**src/hw/rtl/arp_ipv4_tcp_receive_classifier_unit_macros.svh**
```systemverilog
// Assertion macros for the receive classifier.
// Used by the top level; relies on clk and rst_n in the including scope.
`ifndef ARP_IPV4_TCP_RECEIVE_CLASSIFIER_UNIT_MACROS_SVH
`define ARP_IPV4_TCP_RECEIVE_CLASSIFIER_UNIT_MACROS_SVH
`ifndef SYNTH
`define AITC_ASSERT_IMP(lbl, ante, cons) \
    lbl: assert property (@(posedge clk) disable iff (!rst_n) (ante) |-> (cons)) \
        else $error("aitc: check failed");
`define AITC_ASSERT_NXT(lbl, ante, cons) \
    lbl: assert property (@(posedge clk) disable iff (!rst_n) (ante) |=> (cons)) \
        else $error("aitc: check failed");
`else
`define AITC_ASSERT_IMP(lbl, ante, cons)
`define AITC_ASSERT_NXT(lbl, ante, cons)
`endif
`endif

```
**src/hw/rtl/aitc_pkg.sv**
```systemverilog
// Types and constants of the receive classifier.
// No dependencies.
`timescale 1ns / 1ps
package aitc_pkg;
    localparam logic [15:0] ETH_ARP    = 16'h0806;
    localparam logic [15:0] ETH_IPV4   = 16'h0800;
    localparam logic [7:0]  TCP_SYNACK = 8'h12;
    localparam logic [7:0]  TCP_FIN    = 8'h01;
    localparam logic [7:0]  IP_PROTO_TCP = 8'd6;
    localparam logic [15:0] ARP_OP_REQ = 16'd1;
    localparam logic [15:0] ARP_OP_REP = 16'd2;

    localparam int CFG_IDX_W = 3;

    typedef enum logic [CFG_IDX_W-1:0] {
        REG_LOCAL_IP   = 3'd0,
        REG_GATEWAY_IP = 3'd1,
        REG_PEER_IP    = 3'd2,
        REG_LOCAL_PORT = 3'd3,
        REG_PEER_PORT  = 3'd4,
        REG_CONN_EN    = 3'd5
    } cfg_reg_t;

    typedef enum logic [1:0] {
        CONN_CLOSED      = 2'd0,
        CONN_SYN_SENT    = 2'd1,
        CONN_ESTABLISHED = 2'd2,
        CONN_FIN_WAIT    = 2'd3
    } conn_state_t;

    typedef enum logic [2:0] {
        VERD_DROP     = 3'd0,
        VERD_ARP_REQ  = 3'd1,
        VERD_GW_MAC   = 3'd2,
        VERD_ESTAB    = 3'd3,
        VERD_DATA_ACK = 3'd4,
        VERD_FIN_ACK  = 3'd5,
        VERD_BARE_ACK = 3'd6
    } verdict_t;
endpackage

```
**src/hw/rtl/aitc_ifs.sv**
```systemverilog
// Channel interfaces of the receive classifier: frame bytes, results, config.
// Depends on aitc_pkg.
`timescale 1ns / 1ps
interface aitc_frame_if;
    logic       valid;
    logic       ready;
    logic [7:0] frame_byte;
    logic       frame_last;
    modport source (output valid, frame_byte, frame_last, input ready);
    modport sink   (input valid, frame_byte, frame_last, output ready);
endinterface

interface aitc_result_if;
    logic        valid;
    logic        ready;
    logic        payload_valid;
    logic [7:0]  payload_byte;
    logic        frame_done;
    logic [2:0]  verdict;
    logic [47:0] sender_mac;
    logic [31:0] sender_ip;
    logic [31:0] ack_number;
    logic [1:0]  conn_state;
    modport source (output valid, payload_valid, payload_byte, frame_done, verdict,
                    sender_mac, sender_ip, ack_number, conn_state, input ready);
    modport sink   (input valid, payload_valid, payload_byte, frame_done, verdict,
                    sender_mac, sender_ip, ack_number, conn_state, output ready);
endinterface

interface aitc_cfg_if;
    logic                           valid;
    logic                           ready;
    logic [aitc_pkg::CFG_IDX_W-1:0] index;
    logic [31:0]                    data;
    modport source (output valid, index, data, input ready);
    modport sink   (input valid, index, data, output ready);
endinterface

```
**src/hw/rtl/arp_ipv4_tcp_receive_classifier_unit.sv**
```systemverilog
// Receive classifier top level: header capture, checks, TCP receive machine.
// Depends on aitc_pkg, aitc_ifs and the assertion macro header.
//
// Usage:
//  frame  : one received Ethernet byte per beat, frame_last on the final byte.
//  result : exactly one beat per frame byte. payload_valid/payload_byte carry
//           in-order TCP payload; on the last byte frame_done is set and
//           verdict, sender_mac, sender_ip hold the frame's outcome.
//           ack_number and conn_state follow every beat.
//  cfg    : register writes (index 0..5), always ready; write only when idle.
//           An offered write takes the cycle, the frame channel waits.
// Timing: each result is registered and appears in the cycle after its byte is accepted.
// Throughput: one byte per clock; the result register is the only stage,
//  so frame.ready drops only while a held result is not taken or while a
//  register write is offered.
// Reset: connection CLOSED, expected sequence 0, registers at defaults.
// Stall: a stalled result holds; input stops until it is taken.
`timescale 1ns / 1ps
`include "arp_ipv4_tcp_receive_classifier_unit_macros.svh"
module arp_ipv4_tcp_receive_classifier_unit #(
    parameter int MAX_FRAME = 2048
) (
    input  logic         clk,
    input  logic         rst_n,
    aitc_frame_if.sink   frame,
    aitc_result_if.source result,
    aitc_cfg_if.sink     cfg
);
    localparam int PW = $clog2(MAX_FRAME + 1);

    // config registers
    logic [31:0] local_ip_reg, gateway_ip_reg, peer_ip_reg;
    logic [15:0] local_port_reg, peer_port_reg;

    // frame and connection state
    aitc_pkg::conn_state_t conn_reg, conn_next;
    logic [31:0] exp_seq_reg, exp_seq_next;
    logic [PW-1:0] pos_reg, pos_next;
    logic [15:0] eth_type_reg, eth_type_next, arp_op_reg, arp_op_next;
    logic [47:0] arp_hw_reg, arp_hw_next;
    logic [31:0] arp_spa_reg, arp_spa_next, arp_tpa_reg, arp_tpa_next;
    logic [5:0]  ihl_reg, ihl_next, thl_reg, thl_next;
    logic [15:0] tot_len_reg, tot_len_next;
    logic [7:0]  proto_reg, proto_next, flags_reg, flags_next;
    logic [31:0] ip_src_reg, ip_src_next, ip_dst_reg, ip_dst_next;
    logic [15:0] sport_reg, sport_next, dport_reg, dport_next;
    logic [31:0] seq_reg, seq_next;
    logic        rej_reg, rej_next, acc_reg, acc_next;

    // result register
    logic        out_vld_reg;
    logic        pv_reg, pv_next, done_reg, done_next;
    logic [7:0]  pb_reg, pb_next;
    aitc_pkg::verdict_t verd_reg, verd_next;
    logic [47:0] smac_reg, smac_next;
    logic [31:0] sip_reg, sip_next;

    logic          in_fire, cfg_fire, in_win, conn_ok;
    logic [PW-1:0] p, q;
    logic [16:0]   p17, hdr_end, ip_end;
    logic signed [19:0] len_s, ip_off, tcp_off, pay_raw, pay_lim, pay;

    // a register write owns the cycle, so a byte and a write never land together
    assign frame.ready = (!out_vld_reg || result.ready) && !cfg.valid;
    assign cfg.ready   = 1'b1;
    assign in_fire     = frame.valid && frame.ready;
    assign cfg_fire    = cfg.valid && cfg.ready;

    always_comb
    begin
        conn_next = conn_reg;       exp_seq_next = exp_seq_reg;
        pos_next = pos_reg;         eth_type_next = eth_type_reg;
        arp_op_next = arp_op_reg;   arp_hw_next = arp_hw_reg;
        arp_spa_next = arp_spa_reg; arp_tpa_next = arp_tpa_reg;
        ihl_next = ihl_reg;         thl_next = thl_reg;
        tot_len_next = tot_len_reg; proto_next = proto_reg;
        flags_next = flags_reg;     ip_src_next = ip_src_reg;
        ip_dst_next = ip_dst_reg;   sport_next = sport_reg;
        dport_next = dport_reg;     seq_next = seq_reg;
        rej_next = rej_reg;         acc_next = acc_reg;
        pv_next = 1'b0; pb_next = 8'd0; done_next = frame.frame_last;
        verd_next = aitc_pkg::VERD_DROP; smac_next = 48'd0; sip_next = 32'd0;
        p = pos_reg;
        p17 = 17'(pos_reg);
        q = '0; hdr_end = '0; ip_end = '0; conn_ok = 1'b0;
        len_s = '0; ip_off = '0; tcp_off = '0; pay_raw = '0; pay_lim = '0; pay = '0;
        in_win = pos_reg < PW'(MAX_FRAME);

        if (in_win)
        begin
            // capture header fields by position
            if (p == PW'(12) || p == PW'(13)) eth_type_next = {eth_type_next[7:0], frame.frame_byte};
            if (p == PW'(20) || p == PW'(21)) arp_op_next = {arp_op_next[7:0], frame.frame_byte};
            if (p >= PW'(22) && p <= PW'(27)) arp_hw_next = {arp_hw_next[39:0], frame.frame_byte};
            if (p >= PW'(28) && p <= PW'(31)) arp_spa_next = {arp_spa_next[23:0], frame.frame_byte};
            if (p >= PW'(38) && p <= PW'(41)) arp_tpa_next = {arp_tpa_next[23:0], frame.frame_byte};
            if (p == PW'(14))
            begin
                rej_next = frame.frame_byte[7:4] != 4'd4;
                ihl_next = {frame.frame_byte[3:0], 2'b00};
            end
            if (p == PW'(16) || p == PW'(17)) tot_len_next = {tot_len_next[7:0], frame.frame_byte};
            if (p == PW'(23)) proto_next = frame.frame_byte;
            if (p >= PW'(26) && p <= PW'(29)) ip_src_next = {ip_src_next[23:0], frame.frame_byte};
            if (p >= PW'(30) && p <= PW'(33)) ip_dst_next = {ip_dst_next[23:0], frame.frame_byte};
            if (ihl_next >= 6'd20 && p17 >= 17'd14 + 17'(ihl_next))
            begin
                q = p - PW'(14) - PW'(ihl_next);
                if (q <= PW'(1)) sport_next = {sport_next[7:0], frame.frame_byte};
                else if (q <= PW'(3)) dport_next = {dport_next[7:0], frame.frame_byte};
                else if (q <= PW'(7)) seq_next = {seq_next[23:0], frame.frame_byte};
                else if (q == PW'(12)) thl_next = {frame.frame_byte[7:4], 2'b00};
                else if (q == PW'(13)) flags_next = frame.frame_byte;
            end

            conn_ok = conn_reg != aitc_pkg::CONN_CLOSED && ip_src_next == peer_ip_reg &&
                      dport_next == local_port_reg && sport_next == peer_port_reg;
            hdr_end = 17'd14 + 17'(ihl_next) + 17'(thl_next);
            // stream decision at the first payload byte
            if (ihl_next >= 6'd20 && thl_next >= 6'd20 && p17 == hdr_end &&
                eth_type_next == aitc_pkg::ETH_IPV4 && !rej_next &&
                17'(tot_len_next) >= 17'(ihl_next) && ip_dst_next == local_ip_reg &&
                proto_next == aitc_pkg::IP_PROTO_TCP && conn_ok &&
                (conn_reg == aitc_pkg::CONN_ESTABLISHED ||
                 conn_reg == aitc_pkg::CONN_FIN_WAIT) &&
                seq_next == exp_seq_reg &&
                17'(tot_len_next) > 17'(ihl_next) + 17'(thl_next))
                acc_next = 1'b1;
            ip_end = 17'd14 + 17'(tot_len_next);
            if (acc_next && p17 < ip_end)
            begin
                pv_next = 1'b1;
                pb_next = frame.frame_byte;
            end
            pos_next = pos_reg + PW'(1);
        end

        conn_ok = conn_reg != aitc_pkg::CONN_CLOSED && ip_src_next == peer_ip_reg &&
                  dport_next == local_port_reg && sport_next == peer_port_reg;

        if (frame.frame_last)
        begin
            len_s   = 20'(pos_next);
            ip_off  = 20'sd14 + 20'(ihl_next);
            tcp_off = ip_off + 20'(thl_next);
            pay_raw = 20'(tot_len_next) - 20'(ihl_next) - 20'(thl_next);
            pay_lim = len_s - tcp_off;
            pay     = (pay_raw < 20'sd0) ? 20'sd0 : pay_raw;
            if (pay > pay_lim) pay = pay_lim;

            if (len_s < 20'sd14)
                verd_next = aitc_pkg::VERD_DROP;
            else if (eth_type_next == aitc_pkg::ETH_ARP)
            begin
                if (len_s < 20'sd42)
                    verd_next = aitc_pkg::VERD_DROP;
                else if (arp_op_next == aitc_pkg::ARP_OP_REP && arp_spa_next == gateway_ip_reg)
                    verd_next = aitc_pkg::VERD_GW_MAC;
                else if (arp_op_next == aitc_pkg::ARP_OP_REQ && arp_tpa_next == local_ip_reg)
                    verd_next = aitc_pkg::VERD_ARP_REQ;
            end
            else if (eth_type_next != aitc_pkg::ETH_IPV4 || len_s < 20'sd34 || rej_next ||
                     ihl_next < 6'd20 || len_s < ip_off || tot_len_next < 16'(ihl_next) ||
                     ip_dst_next != local_ip_reg || proto_next != aitc_pkg::IP_PROTO_TCP ||
                     len_s < ip_off + 20'sd20 || thl_next < 6'd20 || !conn_ok)
                verd_next = aitc_pkg::VERD_DROP;
            else if (conn_reg == aitc_pkg::CONN_SYN_SENT)
            begin
                if ((flags_next & aitc_pkg::TCP_SYNACK) == aitc_pkg::TCP_SYNACK)
                begin
                    exp_seq_next = seq_next + 32'd1;
                    conn_next = aitc_pkg::CONN_ESTABLISHED;
                    verd_next = aitc_pkg::VERD_ESTAB;
                end
            end
            else if (pay > 20'sd0 && seq_next == exp_seq_reg)
            begin
                exp_seq_next = exp_seq_reg + 32'(pay[18:0]);
                verd_next = aitc_pkg::VERD_DATA_ACK;
            end
            else if ((flags_next & aitc_pkg::TCP_FIN) != 8'd0)
            begin
                if (seq_next == exp_seq_reg)
                begin
                    exp_seq_next = exp_seq_reg + 32'd1;
                    conn_next = aitc_pkg::CONN_FIN_WAIT;
                    verd_next = aitc_pkg::VERD_FIN_ACK;
                end
            end
            else
                verd_next = aitc_pkg::VERD_BARE_ACK;

            if (verd_next == aitc_pkg::VERD_ARP_REQ || verd_next == aitc_pkg::VERD_GW_MAC)
                smac_next = arp_hw_next;
            if (verd_next == aitc_pkg::VERD_ARP_REQ)
                sip_next = arp_spa_next;
            pos_next = '0;
            rej_next = 1'b0;
            acc_next = 1'b0;
        end
    end

    always_ff @(posedge clk or negedge rst_n)
    begin
        if (!rst_n)
        begin
            local_ip_reg <= 32'd167772687; gateway_ip_reg <= 32'd167772674;
            peer_ip_reg <= '0; local_port_reg <= '0; peer_port_reg <= '0;
            conn_reg <= aitc_pkg::CONN_CLOSED; exp_seq_reg <= '0; pos_reg <= '0;
            eth_type_reg <= '0; arp_op_reg <= '0; arp_hw_reg <= '0;
            arp_spa_reg <= '0; arp_tpa_reg <= '0; ihl_reg <= '0; thl_reg <= '0;
            tot_len_reg <= '0; proto_reg <= '0; flags_reg <= '0;
            ip_src_reg <= '0; ip_dst_reg <= '0; sport_reg <= '0; dport_reg <= '0;
            seq_reg <= '0; rej_reg <= 1'b0; acc_reg <= 1'b0;
            out_vld_reg <= 1'b0;
        end
        else
        begin
            if (in_fire)
            begin
                conn_reg <= conn_next; exp_seq_reg <= exp_seq_next; pos_reg <= pos_next;
                eth_type_reg <= eth_type_next; arp_op_reg <= arp_op_next;
                arp_hw_reg <= arp_hw_next; arp_spa_reg <= arp_spa_next;
                arp_tpa_reg <= arp_tpa_next; ihl_reg <= ihl_next; thl_reg <= thl_next;
                tot_len_reg <= tot_len_next; proto_reg <= proto_next;
                flags_reg <= flags_next; ip_src_reg <= ip_src_next;
                ip_dst_reg <= ip_dst_next; sport_reg <= sport_next;
                dport_reg <= dport_next; seq_reg <= seq_next;
                rej_reg <= rej_next; acc_reg <= acc_next;
            end
            if (in_fire)
                out_vld_reg <= 1'b1;
            else if (result.ready)
                out_vld_reg <= 1'b0;
            // writes to registers 0..5 stop any stream in progress
            if (cfg_fire)
            begin
                case (cfg.index)
                    aitc_pkg::REG_LOCAL_IP:   begin local_ip_reg <= cfg.data;          acc_reg <= 1'b0; end
                    aitc_pkg::REG_GATEWAY_IP: begin gateway_ip_reg <= cfg.data;        acc_reg <= 1'b0; end
                    aitc_pkg::REG_PEER_IP:    begin peer_ip_reg <= cfg.data;           acc_reg <= 1'b0; end
                    aitc_pkg::REG_LOCAL_PORT: begin local_port_reg <= cfg.data[15:0];  acc_reg <= 1'b0; end
                    aitc_pkg::REG_PEER_PORT:  begin peer_port_reg <= cfg.data[15:0];   acc_reg <= 1'b0; end
                    aitc_pkg::REG_CONN_EN:
                    begin
                        acc_reg <= 1'b0;
                        if (cfg.data[0])
                        begin
                            conn_reg <= aitc_pkg::CONN_SYN_SENT;
                            exp_seq_reg <= '0;
                        end
                        else
                            conn_reg <= aitc_pkg::CONN_CLOSED;
                    end
                    default: ;
                endcase
            end
        end
    end

    // result payload, loaded with each accepted beat
    always_ff @(posedge clk)
    begin
        if (in_fire)
        begin
            pv_reg <= pv_next; pb_reg <= pb_next; done_reg <= done_next;
            verd_reg <= verd_next; smac_reg <= smac_next; sip_reg <= sip_next;
        end
    end

    assign result.valid         = out_vld_reg;
    assign result.payload_valid = pv_reg;
    assign result.payload_byte  = pb_reg;
    assign result.frame_done    = done_reg;
    assign result.verdict       = verd_reg;
    assign result.sender_mac    = smac_reg;
    assign result.sender_ip     = sip_reg;
    assign result.ack_number    = exp_seq_reg;
    assign result.conn_state    = conn_reg;

    `AITC_ASSERT_IMP(a_stall_blocks, out_vld_reg && !result.ready, !frame.ready)
    `AITC_ASSERT_IMP(a_verdict_on_done, out_vld_reg && !done_reg, verd_reg == aitc_pkg::VERD_DROP)
    `AITC_ASSERT_NXT(a_estab_state, in_fire && verd_next == aitc_pkg::VERD_ESTAB,
                     conn_reg == aitc_pkg::CONN_ESTABLISHED)
    `AITC_ASSERT_NXT(a_stream_conn, in_fire && pv_next,
                     conn_reg == aitc_pkg::CONN_ESTABLISHED || conn_reg == aitc_pkg::CONN_FIN_WAIT)
endmodule

```
**src/flat_wrapper.sv**
```systemverilog
// flat-port wrapper written by rule: the top's interface ports become plain ports
module arp_ipv4_tcp_receive_classifier_unit_flat 
#(
    parameter int MAX_FRAME = 2048
)
  (clk, rst_n, frame_valid, frame_frame_byte, frame_frame_last, frame_ready, result_valid, result_payload_valid, result_payload_byte, result_frame_done, result_verdict, result_sender_mac, result_sender_ip, result_ack_number, result_conn_state, result_ready, cfg_valid, cfg_index, cfg_data, cfg_ready);
  aitc_frame_if frame_i ();
  aitc_result_if result_i ();
  aitc_cfg_if cfg_i ();
  input  logic clk;
  input  logic rst_n;
  input wire logic [$bits(frame_i.valid)-1:0] frame_valid;
  input wire logic [$bits(frame_i.frame_byte)-1:0] frame_frame_byte;
  input wire logic [$bits(frame_i.frame_last)-1:0] frame_frame_last;
  output wire logic [$bits(frame_i.ready)-1:0] frame_ready;
  output wire logic [$bits(result_i.valid)-1:0] result_valid;
  output wire logic [$bits(result_i.payload_valid)-1:0] result_payload_valid;
  output wire logic [$bits(result_i.payload_byte)-1:0] result_payload_byte;
  output wire logic [$bits(result_i.frame_done)-1:0] result_frame_done;
  output wire logic [$bits(result_i.verdict)-1:0] result_verdict;
  output wire logic [$bits(result_i.sender_mac)-1:0] result_sender_mac;
  output wire logic [$bits(result_i.sender_ip)-1:0] result_sender_ip;
  output wire logic [$bits(result_i.ack_number)-1:0] result_ack_number;
  output wire logic [$bits(result_i.conn_state)-1:0] result_conn_state;
  input wire logic [$bits(result_i.ready)-1:0] result_ready;
  input wire logic [$bits(cfg_i.valid)-1:0] cfg_valid;
  input wire logic [$bits(cfg_i.index)-1:0] cfg_index;
  input wire logic [$bits(cfg_i.data)-1:0] cfg_data;
  output wire logic [$bits(cfg_i.ready)-1:0] cfg_ready;
  assign frame_i.valid = frame_valid;
  assign frame_i.frame_byte = frame_frame_byte;
  assign frame_i.frame_last = frame_frame_last;
  assign frame_ready = frame_i.ready;
  assign result_valid = result_i.valid;
  assign result_payload_valid = result_i.payload_valid;
  assign result_payload_byte = result_i.payload_byte;
  assign result_frame_done = result_i.frame_done;
  assign result_verdict = result_i.verdict;
  assign result_sender_mac = result_i.sender_mac;
  assign result_sender_ip = result_i.sender_ip;
  assign result_ack_number = result_i.ack_number;
  assign result_conn_state = result_i.conn_state;
  assign result_i.ready = result_ready;
  assign cfg_i.valid = cfg_valid;
  assign cfg_i.index = cfg_index;
  assign cfg_i.data = cfg_data;
  assign cfg_ready = cfg_i.ready;
  arp_ipv4_tcp_receive_classifier_unit #(.MAX_FRAME(MAX_FRAME)) u_core (.clk(clk), .rst_n(rst_n), .frame(frame_i), .result(result_i), .cfg(cfg_i));
endmodule
```
**config.mk**
```make
export PLATFORM = sky130hd
export DESIGN_NAME = arp_ipv4_tcp_receive_classifier_unit_flat
export DESIGN_NICKNAME = d
export VERILOG_FILES = /design/src/hw/rtl/aitc_pkg.sv /design/src/hw/rtl/aitc_ifs.sv /design/src/hw/rtl/arp_ipv4_tcp_receive_classifier_unit.sv /design/src/flat_wrapper.sv
export VERILOG_INCLUDE_DIRS = /design/src /design/src/hw/rtl
export SDC_FILE = /design/constraint.sdc
export NUM_CORES = 2
export LEC_CHECK = 0
export ABC_AREA = 0
export BUFFER_PORTS_ARGS = -buffer_cell sky130_fd_sc_hd__buf_4
export CORE_ASPECT_RATIO = 1.2
export CORE_UTILIZATION = 60
export CTS_CLUSTER_DIAMETER = 50
export CTS_CLUSTER_SIZE = 14
export DETAILED_ROUTE_END_ITERATION = 10
export PLACE_DENSITY = 0.78
export SYNTH_ARGS = -nofsm -noshare
export SYNTH_HDL_FRONTEND = slang
export SYNTH_SLANG_ARGS = --single-unit
```
**constraint.sdc**
```tcl
create_clock -name clk -period 21 [get_ports clk]
set_clock_uncertainty 0.2 [all_clocks]
set_input_delay 6.3 -clock clk [delete_from_list [all_inputs] [get_ports clk]]
set_output_delay 6.3 -clock clk [all_outputs]
set_load 0.005 [all_outputs]
```
Yosys cells after proc, flatten, opt, wreduce, memory -nomap -nowiden. Cells that the tools add are included.

Mux-type cells: 112. $add $sub $neg: 16. Reduce and logical (&&, ||, !) cells: 62. $lt $le $gt $ge: 31. Bitwise logic cells: 4. Eq/ne operators: 42.

Operators with widths (number): 2-to-1 mux 32 bit (29); 2-to-1 mux 16 bit (17); == test 32 bit (7); 2-to-1 mux 48 bit (2); adder 32 x 1 -> 32 bit (second input constant) (2); == test 16 bit (4); == test 12 x 4 -> 1 bit (second input constant) (5); == test 12 x 5 -> 1 bit (second input constant) (5); 2-to-1 mux 20 bit (3); 2-to-1 mux 6 bit (10); greater-or-equal comparator 12 x 5 -> 1 bit (second input constant) (4); less-than comparator 13 x 20 -> 1 bit (2); less-or-equal comparator 12 x 5 -> 1 bit (second input constant) (3); 2-to-1 mux 5 bit (7); adder 32 x 19 -> 32 bit (1); == test 16 x 12 -> 1 bit (second input constant) (2); inequality test 32 bit (1); 2-to-1 mux 3 bit (10); logical AND 1 bit (29); 2-to-1 mux 2 bit (13); less-or-equal comparator 12 x 6 -> 1 bit (second input constant) (2); less-than comparator 12 x 6 -> 1 bit (second input constant) (2); 2-to-1 mux 12 bit (2); 2-to-1 mux 8 bit (3); other kinds (49) (102).

Flip-flop bits (word level): 583. Word-level logic and storage cells: 300. Output and inout bits: 130. Bits of input ports: 49.

Logic depth before layout (Yosys ltp).
Depth after elaboration: 30. Gate-level depth with buffers: 56. Gate-level depth less buffers: 55.

Least setup slack after synthesis. OpenSTA, ideal clock, no wires.

Path type: input port to flip-flop. Start: input frame_frame_byte[1]. End: register u_core.exp_seq_reg[25], in the netlist u_core.result.ack_number[25]. Setup time: 0.086 ns. Path slack: 2.896 ns. Stages: 50. Data required time: 20.714 ns. Data arrival time: 17.818 ns. Path buffers: 7. Cells stage by stage: clkbuf_1 clkbuf_1 clkbuf_1 mux2i_1 clkbuf_1 a21oi_1 xnor2_1 ha_1 nand4bb_1 or3_1 and3_1 o31ai_1 o22ai_1 clkbuf_1 nor3_2 mux2i_1 ha_1 o21a_1 (+14 left out) and3_1 o31ai_4 o22ai_1 ha_1 a21o_1 a21oi_1 nand2b_1 a21boi_0 o41ai_1 o211ai_1 a31oi_1 nor2b_1 o21ai_0 a21oi_1 o2111ai_1 nand3_1 a41o_1 nor3_1.

Cells in the longest elaborated chain, start to end: 29. Elaborated cells between the ends (all ways): 113. Classes of those cells: add/sub (10); order compare (13); eq/ne (11); mux (63); reduce/logical (16).

Ends and longest elaborated chain: start: declaration (RTL line flat_wrapper.sv:13) `input wire logic [$bits(frame_i.frame_byte)-1:0] frame_frame_byte;`; parallel branches: the longest is 22 deep, another holds subtractor 20 x 6 -> 20 bit; 2-to-1 mux 32 bit * (RTL line arp_ipv4_tcp_receive_classifier_unit.sv:153) `else if (eth_type_next == aitc_pkg::ETH_ARP)`; 2-to-1 mux 32 bit * (RTL line arp_ipv4_tcp_receive_classifier_unit.sv:151) `if (len_s < 20'sd14)`; 2-to-1 mux 32 bit * (RTL line arp_ipv4_tcp_receive_classifier_unit.sv:141) `if (frame.frame_last)`; 2-to-1 mux 32 bit * (RTL line arp_ipv4_tcp_receive_classifier_unit.sv:219) `if (in_fire)`; 2-to-1 mux 32 bit (RTL line arp_ipv4_tcp_receive_classifier_unit.sv:247) `if (cfg.data[0])`; 2-to-1 mux 32 bit (RTL line arp_ipv4_tcp_receive_classifier_unit.sv:238) `case (cfg.index)`; 2-to-1 mux 32 bit * (RTL line arp_ipv4_tcp_receive_classifier_unit.sv:236) `if (cfg_fire)`; end signal: assignment (RTL line arp_ipv4_tcp_receive_classifier_unit.sv:221) `conn_reg <= conn_next; exp_seq_reg <= exp_seq_next; pos_reg <= pos_next;`; end: declaration (RTL line arp_ipv4_tcp_receive_classifier_unit.sv:37) `logic [31:0] exp_seq_reg, exp_seq_next;`.

Every way passes the cells marked *. The select of a mux whose other input is x is not followed. A chain may end at the register's enable or synchronous reset.

Worst setup path after layout.
Start: input frame_frame_byte[1]. End: register u_core.sip_reg[15], in the netlist u_core.result.sender_ip[15], data pin.

Cells in the longest elaborated chain, start to end: 27. Elaborated cells between the ends (all ways): 124. Classes of those cells: add/sub (8); order compare (13); eq/ne (16); mux (68); reduce/logical (19).

Ends and longest elaborated chain: parallel branches: the longest is 22 deep, another holds subtractor 20 x 6 -> 20 bit; 2-to-1 mux 3 bit * (RTL line arp_ipv4_tcp_receive_classifier_unit.sv:153); 2-to-1 mux 3 bit * (RTL line arp_ipv4_tcp_receive_classifier_unit.sv:151); 2-to-1 mux 3 bit * (RTL line arp_ipv4_tcp_receive_classifier_unit.sv:141); == test 3 x 1 -> 1 bit * (RTL line arp_ipv4_tcp_receive_classifier_unit.sv:195) `if (verd_next == aitc_pkg::VERD_ARP_REQ)`; AND reduction 2 bit (no line) *; end signal: assignment (RTL line arp_ipv4_tcp_receive_classifier_unit.sv:267) `verd_reg <= verd_next; smac_reg <= smac_next; sip_reg <= sip_next;`; end: declaration (RTL line arp_ipv4_tcp_receive_classifier_unit.sv:56) `logic [31:0] sip_reg, sip_next;`.

Marks and branches as above.

==> flow_metrics.tcl <==
set metrics [dict create \
    worstPathMaxFanout 35 \
    portBuffers 177 \
    yosys_warnings 0 \
    synth_seq_cells 581 \
    cap_viol_max_count 0 \
    drtPass1Iterations 7 \
    netlist_area_sq_mm 0.03769 \
    insertion_delay_ns 0.67 \
    cts_tree "built" \
    ff2ff_setup_slack_ns 5.75 \
    clock_sinks 581 \
    vias_per_cell 6.726 \
    synth_top_cell_by_area "dfrtp_1" \
    overflow 0 \
    vias 32320 \
    gp_congestion 1.036 \
    final_net_count 4130 \
    cts_hold_buffers 0 \
    ys_seq_area_share_pct 39.84 \
    syn_inst 3853 \
    core-area_sq_mm 0.06206 \
    worst_pin_slew_ns 1.310 \
    arrival_ns 19.21 \
    grt_max_degree 162 \
    syn_nets 4044 \
    synth_area_per_cell_sq_um 9.783 \
    ys_top_cells_by_area "dfrtp_1 32%, mux2_2 11%, edfxtp_1 7.4%" \
    die_x_um 230.8 \
    worst-setup-path-type "input pin to flip-flop" \
    route.detailed.drc 0 \
    reg2regPathDepth 40 \
    cts_buffer_depth 3 \
    cts_root_buffer "clkbuf_16" \
    final_max_slew_viol_count 0 \
    power_density_mw_per_mm2 81.21 \
    synth.distinct_cells 98 \
    outcome "complete, no violations" \
    fin_crit_sh_pct 90.76 \
    worstPathRequired_ns 21.15 \
    cp_slowest_cell "a22o_1" \
    antenna_found_initial 5 \
    avgRoutedWirePerCell_um 26.41 \
    rsz0062_at_grt "no" \
    wl_mm 126.9 \
    synth-edff-count 93 \
    grt_pass1_wl_mm 191.3 \
    critPathCaptureType "flip-flop" \
    setup_violations 0 \
    cts_buffers 57 \
    max_stage_delay_ns 1.14 \
    start_kind "input pin" \
    start_util_pct 60.74 \
    hpwlAfterDp_mm 91.78 \
    max_clock_freq_mhz 52.47 \
    drive_gt1_share_pct 19.06 \
    final_hold_viol_count 0 \
    post-route-util_pct 67.33 \
    cts_resized 0 \
    area_delta_synth_final_pct 10.85 \
    hold_depth 2 \
    postCtsSetupBuffers 0 \
    synth_top_cell_area_share_pct 31.67 \
    first_global_vias 31320 \
    max-vdd-ir-drop_uv 80.48 \
    synth-main-ff-cell "dfrtp_1" \
    dr.first_iter.drc_count 3456 \
    grt_use_total_pct 39.31 \
    synth.most_common_cell "dfrtp_1" \
    finalSetupTns_ns 0 \
    leakage_nw 18.20 \
    dieArea_sq_mm 0.06383 \
    synthTopCellsByCount "477 x dfrtp_1, 353 x mux2_2, 284 x nand2_1" \
    clkTransAtPathRegs_ns 0.07 \
    cts-htree-levels 2 \
    slew_headroom_pct 12.69 \
    hold_path_class "flip-flop to flip-flop" \
    ios 179 \
    fp-row-count 100 \
    dieHeight_um 276.6 \
    antenna_left 0 \
    synthArstFlopShare_pct 83.99 \
    min_period_ns 19.06 \
]
[routing by layer]
metal	share of wire, %	wire (um)	global-route usage [%]	vias up
met5	0.010	13	0	-
met4	7.1	9024	24.18	2
met3	8.7	10980	6.498	501
met2	46	58330	62.42	1742
met1	38	48560	50.15	15830
li1	-	-	-	14240
[layout make-up]
cell class / instances / area [sq um]
well taps: 816 / 1021
flip-flops and latches: 581 / 15020
clock buffers: 82 / 1530
fillers: 4951 / 20280
inverters: 176 / 663.1
clock inverters: 25 / 425.4
multi-input cells: 2877 / 21250
diodes: 2 / 5.005
repair buffers: 246 / 1867
[kinds of logic (layout without fill, tap and decap cells)]
logic type / Yosys count / after routing / share of synthesized area (%)
compound gates: 758 / 758 / 13.06
xor+xnor: 291 / 291 / 6.762
fa+ha+maj: 148 / 148 / 5.092
buf+inv: 395 / 529 / 4.010
flops: 581 / 581 / 39.84
mux: 547 / 547 / 15.70
other cells: 2 / 4 / 0.01992
simple gates: 1131 / 1131 / 15.52
[report_power, final]
group	internal (mW)	switching, mW	leakage [nW]	total, mW
registers	1.22	0.102	7.30	1.32
logic	0.387	0.597	9.97	0.984
clock network	0.605	0.481	0.932	1.09
total	2.21	1.18	18.2	3.39
[cell usage in the layout, fill, tap and decap left out, types with 37 or more instances in the layout]
cell,count
ha_1,131
clkbuf_16,57
and3_1,37
mux2_2,353
nor2b_1,39
nor2_1,170
nand2_1,281
a21oi_1,149
dfrtp_1,477
mux2i_1,194
edfxtp_1,93
buf_4,244
nor4_1,89
nor3_1,147
nand3_1,113
xor2_1,97
xnor2_1,193
nand4_1,51
o21ai_0,235
inv_1,173
[final timing paths]
| check | startpoint | to |
|---|---|---|
| setup / recovery | frame_frame_byte[1] | u_core.result.sender_ip[15] |
| hold / removal | u_core.arp_tpa_reg[25] | u_core.arp_tpa_reg[25] |
| setup reg to reg | u_core.p[9] | u_core.result.sender_ip[15] |
| hold reg to reg | u_core.arp_tpa_reg[25] | u_core.arp_tpa_reg[25] |
| max in group asynchronous | rst_n | u_core.arp_hw_reg[12] |
| min in group asynchronous | rst_n | u_core.tot_len_reg[14] |
[per-stage QoR]
stage               setup WS (ns)  instances  total power, mW  hold slack, ns  area, sq um
floorplan                   2.896       3853            1.978          0.2418        37690
global placement            1.900       4696            2.280          0.2575        39820
detailed placement          1.663       4696            2.289          0.2708        39820
CTS                         2.267       4803            3.374          0.3006        41780
global route                1.039       4803            3.526          0.3004        41780
finish                      1.941       4805            3.393          0.2971        41780
[critical path: cells and delay by family]
kind | cells | cell delay, ns
AO/OA/AOI/OAI | 16 | 5.62
adder cells (fa/ha/maj) | 3 | 1.02
buffers and inverters | 4 | 1.02
multiplexers | 1 | 0.69
AND/OR/NAND/NOR | 14 | 4.48
(Power assumes the default switching activity.)
